<file path="config.mk">
export PLATFORM = sky130hd
export DESIGN_NAME = indexed_list_insert_delete_get_top
export DESIGN_NICKNAME = d
export VERILOG_FILES = /design/src/sv/ilist_pkg.sv /design/src/sv/ilist_ram.sv /design/src/sv/ilist_ctrl.sv /design/src/sv/ilist_dp.sv /design/src/sv/indexed_list_insert_delete_get_top.sv
export SDC_FILE = /design/constraint.sdc
export NUM_CORES = 1
export LEC_CHECK = 0
export BUFFER_PORTS_ARGS = -buffer_cell sky130_fd_sc_hd__buf_2
export CAP_MARGIN = 20
export CORE_ASPECT_RATIO = 1.75
export CORE_MARGIN = 4
export CORE_UTILIZATION = 65
export CTS_BUF_LIST = sky130_fd_sc_hd__clkbuf_8 sky130_fd_sc_hd__clkbuf_16
export DETAILED_ROUTE_END_ITERATION = 8
export PLACE_DENSITY_LB_ADDON = 0.08
export SYNTH_ARGS = -nofsm -noshare
export SYNTH_HDL_FRONTEND = slang
export SYNTH_SLANG_ARGS = --single-unit
</file>
<file path="constraint.sdc">
create_clock -name clock -period 9.9 [get_ports clock]
set_input_delay 1.98 -clock clock [delete_from_list [all_inputs] [get_ports clock]]
set_output_delay 1.98 -clock clock [all_outputs]
set_load 0.1 [all_outputs]
</file>
<file path="src/sv/ilist_pkg.sv">
// ----------------------------------------------------------------------------
// ilist_pkg
// shared widths, command codes, status codes and control structs for the
// positional list block
// ----------------------------------------------------------------------------
package ilist_pkg;

   localparam int CAPACITY_DEF = 32;

   localparam int KIND_W    = 3;
   localparam int POS_W     = 6;
   localparam int VAL_W     = 32;
   localparam int STAT_W    = 2;
   localparam int LEN_OUT_W = 6;

   // command kinds
   localparam logic [KIND_W-1:0] KIND_GET      = 3'd0;
   localparam logic [KIND_W-1:0] KIND_ADD_HEAD = 3'd1;
   localparam logic [KIND_W-1:0] KIND_ADD_TAIL = 3'd2;
   localparam logic [KIND_W-1:0] KIND_ADD_POS  = 3'd3;
   localparam logic [KIND_W-1:0] KIND_DEL_POS  = 3'd4;

   // result status codes
   localparam logic [STAT_W-1:0] ST_DONE  = 2'd0;
   localparam logic [STAT_W-1:0] ST_RANGE = 2'd1;
   localparam logic [STAT_W-1:0] ST_FULL  = 2'd2;

   // controller to datapath
   typedef struct packed {
      logic load;       // capture accepted request
      logic get_read;   // read entry at position
      logic shift;      // read one entry of the shift, write it back next cycle
      logic write_val;  // store the new value at position
      logic finish;     // update length and load the response register
   } cmd_type;

   // datapath to controller
   typedef struct packed {
      logic is_get;
      logic is_ins;
      logic is_del;
      logic get_ok;
      logic ins_ok;
      logic del_ok;
      logic no_shift;
      logic shift_last;
      logic rsp_free;
   } stat_type;

endpackage

</file>
<file path="src/sv/ilist_ram.sv">
// ----------------------------------------------------------------------------
// ilist_ram
// generic single write port, single read port ram with registered read
// ----------------------------------------------------------------------------
module ilist_ram #(
   parameter int WIDTH = 32,
   parameter int DEPTH = 32,
   localparam int AW = $clog2(DEPTH)
) (
   input  logic             clock,
   input  logic             we,
   input  logic [AW-1:0]    waddr,
   input  logic [WIDTH-1:0] wdata,
   input  logic             re,
   input  logic [AW-1:0]    raddr,
   output logic [WIDTH-1:0] rdata
);

   logic [WIDTH-1:0] mem [DEPTH];
   logic [WIDTH-1:0] rdata_ff;

   always_ff @(posedge clock) begin
      if (we) begin
         mem[waddr] <= wdata;
      end
      if (re) begin
         rdata_ff <= mem[raddr];
      end
   end

   assign rdata = rdata_ff;

endmodule

</file>
<file path="src/sv/ilist_ctrl.sv">
// ----------------------------------------------------------------------------
// ilist_ctrl
// command sequencer: decode, shift loop, value write and response hand-off
// ----------------------------------------------------------------------------
module ilist_ctrl
   import ilist_pkg::*;
(
   input  logic     clock,
   input  logic     reset,
   input  logic     req_valid,
   output logic     req_ready,
   input  stat_type stat,
   output cmd_type  cmd
);

   typedef enum logic [2:0] {
      S_IDLE,
      S_DECODE,
      S_SHIFT,
      S_DRAIN,
      S_WRVAL,
      S_FINISH
   } state_type;

   state_type state_ff, state_in;
   logic      req_ready_ff;

   always_comb begin
      cmd      = '0;
      state_in = state_ff;
      unique case (state_ff)
         S_IDLE: begin
            if (req_valid) begin
               cmd.load = 1'b1;
               state_in = S_DECODE;
            end
         end
         S_DECODE: begin
            priority if (stat.is_get) begin
               cmd.get_read = stat.get_ok;
               state_in     = S_FINISH;
            end else if (stat.is_ins && stat.ins_ok) begin
               state_in = stat.no_shift ? S_WRVAL : S_SHIFT;
            end else if (stat.is_del && stat.del_ok) begin
               state_in = stat.no_shift ? S_FINISH : S_SHIFT;
            end else begin
               state_in = S_FINISH;
            end
         end
         S_SHIFT: begin
            cmd.shift = 1'b1;
            if (stat.shift_last) begin
               state_in = S_DRAIN;
            end
         end
         S_DRAIN: begin
            // last shifted entry is written this cycle
            state_in = stat.is_ins ? S_WRVAL : S_FINISH;
         end
         S_WRVAL: begin
            cmd.write_val = 1'b1;
            state_in      = S_FINISH;
         end
         S_FINISH: begin
            if (stat.rsp_free) begin
               cmd.finish = 1'b1;
               state_in   = S_IDLE;
            end
         end
         default: begin
            state_in = S_IDLE;
         end
      endcase
   end

   always_ff @(posedge clock) begin
      if (reset) begin
         state_ff     <= S_IDLE;
         req_ready_ff <= 1'b1;
      end else begin
         state_ff     <= state_in;
         req_ready_ff <= (state_in == S_IDLE);
      end
   end

   assign req_ready = req_ready_ff;

endmodule

</file>
<file path="src/sv/ilist_dp.sv">
// ----------------------------------------------------------------------------
// ilist_dp
// list datapath: command registers, length, shift index, value ram and
// response register
// ----------------------------------------------------------------------------
module ilist_dp
   import ilist_pkg::*;
#(
   parameter int CAPACITY = CAPACITY_DEF
) (
   input  logic                        clock,
   input  logic                        reset,
   input  cmd_type                     cmd,
   output stat_type                    stat,
   input  logic [KIND_W-1:0]           req_kind,
   input  logic [POS_W-1:0]            req_position,
   input  logic signed [VAL_W-1:0]     req_value,
   output logic                        rsp_valid,
   input  logic                        rsp_ready,
   output logic signed [VAL_W-1:0]     rsp_read_value,
   output logic                        rsp_found,
   output logic [STAT_W-1:0]           rsp_status,
   output logic [LEN_OUT_W-1:0]        rsp_length
);

   localparam int ADDR_W = $clog2(CAPACITY);
   localparam int LEN_W  = $clog2(CAPACITY + 1);
   localparam int CMP_W  = (LEN_W > POS_W) ? LEN_W : POS_W;
   localparam logic [LEN_W-1:0] LEN_FULL = LEN_W'(CAPACITY);

   logic [KIND_W-1:0]       kind_ff;
   logic [CMP_W-1:0]        pos_ff, pos_in;
   logic signed [VAL_W-1:0] val_ff;
   logic [LEN_W-1:0]        len_ff, len_in;
   logic [LEN_W-1:0]        idx_ff, idx_in;
   logic                    wr_pend_ff;
   logic [ADDR_W-1:0]       wr_addr_ff, wr_addr_in;

   logic                    rsp_valid_ff;
   logic signed [VAL_W-1:0] rd_val_ff, rd_val_in;
   logic                    found_ff, found_in;
   logic [STAT_W-1:0]       status_ff, status_in;
   logic [LEN_OUT_W-1:0]    len_out_ff;

   logic [CMP_W-1:0]        len_ext, idx_ext, len_new_ext;
   logic [CMP_W:0]          req_pos_inc, pos_inc;
   logic                    is_get, is_ins, is_del;
   logic                    get_ok, ins_ok, del_ok, full;

   logic                    ram_we, ram_re;
   logic [ADDR_W-1:0]       ram_waddr, ram_raddr;
   logic [VAL_W-1:0]        ram_wdata, ram_rdata;

   assign len_ext     = CMP_W'(len_ff);
   assign idx_ext     = CMP_W'(idx_ff);
   assign req_pos_inc = {1'b0, CMP_W'(req_position)} + 1'b1;
   assign pos_inc     = {1'b0, pos_ff} + 1'b1;

   assign is_get = (kind_ff == KIND_GET);
   assign is_ins = (kind_ff == KIND_ADD_HEAD) || (kind_ff == KIND_ADD_TAIL) ||
                   (kind_ff == KIND_ADD_POS);
   assign is_del = (kind_ff == KIND_DEL_POS);
   assign full   = (len_ff == LEN_FULL);
   assign get_ok = (pos_ff < len_ext);
   assign del_ok = get_ok;
   assign ins_ok = (pos_ff <= len_ext) && !full;

   always_comb begin
      stat          = '0;
      stat.is_get   = is_get;
      stat.is_ins   = is_ins;
      stat.is_del   = is_del;
      stat.get_ok   = get_ok;
      stat.ins_ok   = ins_ok;
      stat.del_ok   = del_ok;
      stat.rsp_free = !rsp_valid_ff || rsp_ready;
      if (is_ins) begin
         stat.no_shift   = (pos_ff == len_ext);
         stat.shift_last = (idx_ext == pos_ff);
      end else begin
         stat.no_shift   = (pos_inc == {1'b0, len_ext});
         stat.shift_last = (idx_ff == len_ff - 1'b1);
      end
   end

   // request capture, effective position, first shift index and its step during the shift
   always_comb begin
      unique case (req_kind)
         KIND_ADD_HEAD: pos_in = '0;
         KIND_ADD_TAIL: pos_in = len_ext;
         default:       pos_in = CMP_W'(req_position);
      endcase
      if (req_kind == KIND_DEL_POS) begin
         idx_in = req_pos_inc[LEN_W-1:0];
      end else begin
         idx_in = len_ff - 1'b1;
      end
      if (cmd.shift) begin
         idx_in = is_ins ? (idx_ff - 1'b1) : (idx_ff + 1'b1);
      end else if (!cmd.load) begin
         idx_in = idx_ff;
      end
   end

   // shift write-back destination, one above on insert, one below on delete
   always_comb begin
      if (is_ins) begin
         wr_addr_in = ADDR_W'(idx_ff + 1'b1);
      end else begin
         wr_addr_in = ADDR_W'(idx_ff - 1'b1);
      end
   end

   // ram port selection
   always_comb begin
      ram_re    = cmd.shift || cmd.get_read;
      ram_raddr = cmd.shift ? idx_ff[ADDR_W-1:0] : pos_ff[ADDR_W-1:0];
      ram_we    = wr_pend_ff || cmd.write_val;
      ram_waddr = wr_pend_ff ? wr_addr_ff : pos_ff[ADDR_W-1:0];
      ram_wdata = wr_pend_ff ? ram_rdata : val_ff;
   end

   // response fields and new length
   always_comb begin
      rd_val_in = '0;
      found_in  = 1'b0;
      status_in = ST_DONE;
      len_in    = len_ff;
      unique case (kind_ff)
         KIND_GET: begin
            if (get_ok) begin
               rd_val_in = ram_rdata;
               found_in  = 1'b1;
            end else begin
               rd_val_in = -1;
               status_in = ST_RANGE;
            end
         end
         KIND_ADD_HEAD, KIND_ADD_TAIL, KIND_ADD_POS: begin
            priority if (pos_ff > len_ext) begin
               status_in = ST_RANGE;
            end else if (full) begin
               status_in = ST_FULL;
            end else begin
               len_in = len_ff + 1'b1;
            end
         end
         KIND_DEL_POS: begin
            if (del_ok) begin
               len_in = len_ff - 1'b1;
            end else begin
               status_in = ST_RANGE;
            end
         end
         default: begin
            len_in = len_ff;
         end
      endcase
      len_new_ext = CMP_W'(len_in);
   end

   always_ff @(posedge clock) begin
      if (reset) begin
         len_ff       <= '0;
         wr_pend_ff   <= 1'b0;
         rsp_valid_ff <= 1'b0;
      end else begin
         wr_pend_ff <= cmd.shift;
         if (cmd.finish) begin
            len_ff       <= len_in;
            rsp_valid_ff <= 1'b1;
         end else if (rsp_ready) begin
            rsp_valid_ff <= 1'b0;
         end
      end
   end

   always_ff @(posedge clock) begin
      if (cmd.load) begin
         kind_ff <= req_kind;
         pos_ff  <= pos_in;
         val_ff  <= req_value;
      end
      idx_ff <= idx_in;
      if (cmd.shift) begin
         wr_addr_ff <= wr_addr_in;
      end
      if (cmd.finish) begin
         rd_val_ff  <= rd_val_in;
         found_ff   <= found_in;
         status_ff  <= status_in;
         len_out_ff <= len_new_ext[LEN_OUT_W-1:0];
      end
   end

   ilist_ram #(
      .WIDTH (VAL_W),
      .DEPTH (CAPACITY)
   ) u_ram (
      .clock (clock),
      .we    (ram_we),
      .waddr (ram_waddr),
      .wdata (ram_wdata),
      .re    (ram_re),
      .raddr (ram_raddr),
      .rdata (ram_rdata)
   );

   assign rsp_valid      = rsp_valid_ff;
   assign rsp_read_value = rd_val_ff;
   assign rsp_found      = found_ff;
   assign rsp_status     = status_ff;
   assign rsp_length     = len_out_ff;

endmodule

</file>
<file path="src/sv/indexed_list_insert_delete_get_top.sv">
// ----------------------------------------------------------------------------
// indexed_list_insert_delete_get_top
// ordered list of signed 32-bit values with get, insert and delete by
// position, held in a ram with a length counter
// ----------------------------------------------------------------------------
//
//  channel   direction  handshake              payload
//  req_      in         req_valid / req_ready  kind, position, value
//  rsp_      out        rsp_valid / rsp_ready  read_value, found, status, length
//
//  one request at a time; a get, an unused kind or a rejected request goes
//  from decode to finish, an insert that shifts runs the shift loop, drain
//  and value write, an append only the value write, a delete that shifts
//  the loop and drain, a delete of the last entry straight to finish; the shift
//  loop moves one ram entry per cycle, and req_ready comes back with rsp_valid
//  reset is synchronous and empties the list; ram contents are not cleared
//  a waiting response does not block the next accept; a second finished
//  request holds in the controller until the response register frees up
//
module indexed_list_insert_delete_get_top
   import ilist_pkg::*;
#(
   parameter int CAPACITY = CAPACITY_DEF
) (
   input  logic                    clock,
   input  logic                    reset,
   // request channel
   input  logic                    req_valid,
   output logic                    req_ready,
   input  logic [KIND_W-1:0]       req_kind,
   input  logic [POS_W-1:0]        req_position,
   input  logic signed [VAL_W-1:0] req_value,
   // response channel
   output logic                    rsp_valid,
   input  logic                    rsp_ready,
   output logic signed [VAL_W-1:0] rsp_read_value,
   output logic                    rsp_found,
   output logic [STAT_W-1:0]       rsp_status,
   output logic [LEN_OUT_W-1:0]    rsp_length
);

   // command and status between sequencer and datapath
   cmd_type  cmd;
   stat_type stat;

   // sequencer: accepts a request only when idle, walks the shift loop
   ilist_ctrl u_ctrl (
      .clock     (clock),
      .reset     (reset),
      .req_valid (req_valid),
      .req_ready (req_ready),
      .stat      (stat),
      .cmd       (cmd)
   );

   // datapath: list ram, length, shift index and response register
   ilist_dp #(
      .CAPACITY (CAPACITY)
   ) u_dp (
      .clock          (clock),
      .reset          (reset),
      .cmd            (cmd),
      .stat           (stat),
      .req_kind       (req_kind),
      .req_position   (req_position),
      .req_value      (req_value),
      .rsp_valid      (rsp_valid),
      .rsp_ready      (rsp_ready),
      .rsp_read_value (rsp_read_value),
      .rsp_found      (rsp_found),
      .rsp_status     (rsp_status),
      .rsp_length     (rsp_length)
   );

endmodule

</file>
==> run_results.csv <==
group,metric,value,unit
logic_synthesis,synth.top_cells.by_area,"edfxtp_1, mux2i_1, a32oi_1",
routing,drc,0,
setup_path,critical_path_class,"reg2reg",
worst_hold_path,hold_start,"u_dp.u_ram.rdata[16]",
clock_tree,cts_max_path_buffers,3,
floorplanning,rows,128,
logic_synthesis,yosysTopAreaCell,"edfxtp_1",
logic_synthesis,ys_ff_latch,1161,
outcome,status,"finished, final reports clean",
clock_tree,clk_pin_slew,60,ps
setup_path,start_kind,"register",
pwr,power_density,236,mW/mm²
sta,min_period_over_period,46.7,%
final_layout,final_nets,3029,
placement,io_buffers,87,
setup_path,end_kind,"register",
worst_hold_path,hp-class,"reg2reg",
pwr,power.switching,3410,µW
sta,drv_slew,0,
global_routing,track_usage,32.3,%
global_routing,grt_pass1_vias,26600,
setup_path,critPathMaxFanout,127,
floorplanning,ios,88,
routing,wl,123000,µm
logic_synthesis,synth_edf_count,1149,
pwr,power_frac_seq,50.4,%
sta,slew_headroom,22.8,%
final_layout,stdcell_count,3948,
logic_synthesis,synth_warnings,0,
routing,drt-vias-per-instance,6.83,
final_layout,fillers,4315,
floorplanning,start_util,65.5,%
placement,dp_hpwl,62100,µm
setup_path,crit_slowest_cell,"a21o_4",
logic_synthesis,postSynthCellCount,2893,
global_routing,antenna_found_initial,1,
logic_synthesis,synth-main-ff-cell,"edfxtp_1",
logic_synthesis,synth_top_area_share,75.6,%
sta,skew,22.8,ps
global_routing,grt_overflow,0,
routing,first_iter_violations,3702,
floorplanning,fp.dieArea,0.0747,mm²
logic_synthesis,synthDistinctLibCells,61,
sta,rsz0062_at_grt,"false",
setup_path,crit_chain,"or3b_1 > a21o_4 > buf_12 > buf_12 > mux2i_1 > a32oi_1 > nand4_1 > nor2_1",
setup_path,slowest_delay,820,ps
flow_run,max_cap_violations,0,
clock_tree,cts_setup_buffers,0,
final_layout,drive_gt1_share,12.5,%
pwr,swShare,28.7,%
setup_path,cp-startpoint,"u_ctrl.state_ff[0]",
floorplanning,coreArea,0.0697,mm²
sta,worst_slew_pin_slew,1160,ps
pwr,comb_power_share,18.9,%
sta,finalSetupViolCount,0,
setup_path,cp.arrival,5110,ps
routing,vias,27000,
clock_tree,cts_tree,"yes",
pwr,p_leak,0.0168,µW
logic_synthesis,async_reset_ff_share,0,%
clock_tree,clk_latency,670,ps
placement,dp_cells,3782,
sta,hold_violations,0,
global_routing,grt_pass1_wl,176000,µm
clock_tree,numCtsBuffers,98,
sta,post-route-min-period,4630,ps
setup_path,r2r_start,"u_ctrl.state_ff[0]",
final_layout,final-seq-area,0.0347,mm²
placement,place.gp.congestion,0.849,
pwr,power.internal,8460,µW
final_layout,diodes,0,
pwr,peakVddDrop,173,µV
logic_synthesis,yosysSeqAreaShare,76.1,%
clock_tree,cts-resized-gates,0,
pwr,p_clk_share,30.7,%
logic_synthesis,synth_area,0.0457,mm²
clock_tree,cts.sinks,1161,
sta,clock.fmax,216,MHz
logic_synthesis,synthesis.nets,2950,
setup_path,cp_common_cell,"buf_12",
routing,avgRoutedWirePerCell,31.1,µm
final_layout,area_growth,10.3,%
floorplanning,die_h,359,µm
global_routing,grt_max_degree,176,
floorplanning,die_width,208,µm
sta,finalSetupTns,0,ps
clock_tree,cts_root_buf,"clkbuf_16",
routing,drtAntennaViolNets,0,
setup_path,crit_required,10390,ps
clock_tree,cts_max_level,3,
routing,first_pass_iters,5,
logic_synthesis,syn_area_per_cell,15.8,µm²
final_layout,multi_input_area,0.0105,mm²
clock_tree,hold_buffers,0,
[Yosys cell counts, drive strengths merged (10+ instances only)]
library cell and count:
ha 12, nor2 109, xnor2 20, a21oi 26
clkbuf 67, inv 17, o21a 34, nand4 67
mux2i 267, nand2 559, nor2b 18, nand3 18
dfxtp 12, edfxtp 1149, buf 103, xor2 10
mux2 38, o21ai 22, a32oi 257
[routing by layer]
metal  wire length [µm]  GRT usage [%]
met4               4880           12.8
met5                  0              0
met2              63000           56.1
met1              43000           41.3
met3              11800           5.03
[logic make-up after synthesis]
kind of cell             Yosys count  synth area share, %
AO/OA/AOI/OAI                    381                 6.80
XOR/XNOR                          30                0.575
adder cells (fa/ha/maj)           12                0.329
buffers and inverters            188                 1.83
flip-flops                      1161                 76.1
multiplexers                     305                 6.87
AND/OR/NAND/NOR                  816                 7.52
[cell usage in the layout, fill, tap and decap left out, drive strengths merged, types with 22 or more instances in the layout]
| master | instances |
|---|---|
| inv | 43 |
| mux2i | 267 |
| nand4 | 67 |
| a32oi | 257 |
| buf | 149 |
| edfxtp | 1149 |
| o21a | 34 |
| nor2 | 109 |
| a21oi | 26 |
| clkbuf | 100 |
| clkinv | 34 |
| nand2 | 559 |
| o21ai | 22 |
| mux2 | 38 |
[flip-flops by register name (all words and copies together), names as in the netlist]
| name | flops |
|---|---|
| u_dp.len_ext | 6 |
| u_dp.rsp_found | 1 |
| u_dp.val_ff | 32 |
| u_ctrl.state_ff | 3 |
| u_dp.wr_addr_ff | 5 |
| u_ctrl.req_ready | 1 |
| u_dp.pos_ff | 6 |
| u_dp.rsp_status | 2 |
| u_dp.u_ram.mem | 1024 |
| u_dp.rsp_valid | 1 |
| u_dp.u_ram.rdata | 32 |
| u_dp.idx_ext | 6 |
| u_dp.rsp_read_value | 32 |
| u_dp.wr_pend_ff | 1 |
| u_dp.kind_ff | 3 |
| u_dp.rsp_length | 6 |
[final cells by class]
type	instances	area share, %
flip-flops and latches	1161	69.0
repair buffers	149	1.89
well taps	910	2.26
inverters	18	0.134
multi-input cells	1544	20.8
clock inverters	66	0.974
clock buffers	100	4.95
[worst paths after layout]
| path | end | slack, ps | cells after the start |
|---|---|---|---|
| hold reg to reg | u_dp.rsp_read_value[16] | 560 | 1 |
| setup reg to reg | u_dp.u_ram.rdata[3] | 5270 | 8 |
| setup / recovery | u_dp.u_ram.rdata[3] | 5270 | 8 |
| hold / removal | u_dp.rsp_read_value[16] | 560 | 1 |
[worst max-delay path: cells and delay by family (launching register included)]
| kind | cells | cell delay [ps] |
|---|---|---|
| AOI/OAI and AO/OA | 2 | 1020 |
| buffers and inverters | 2 | 1080 |
| DFF | 1 | 600 |
| muxes | 1 | 180 |
| and+or+nand+nor | 3 | 1300 |
[power groups by stage]
stage	sequential, µW	combinational [µW]	clock [µW]
3_3_place_gp	6080	2130	0
6_report	5990	2250	3640
2_1_floorplan	6130	1430	0
3_5_place_dp	6090	2200	0
5_1_grt	5990	2380	3890
4_1_cts	5980	2210	3670
[through the flow]
stage | setup slack (ps) | util (%) | hold slack [ps] | total power (µW) | cell area, µm²
after global routing | 4980 | 72.3 | 593 | 12300 | 50400
after global placement | 5400 | 68.0 | 541 | 8210 | 47400
final | 5270 | 72.3 | 559 | 11900 | 50400
after floorplan | 2700 | - | 529 | 7560 | 45700
after detailed placement | 5230 | 68.0 | 548 | 8290 | 47400
after CTS | 5230 | 72.3 | 572 | 11900 | 50400
Power figures use the tool's default switching activity.
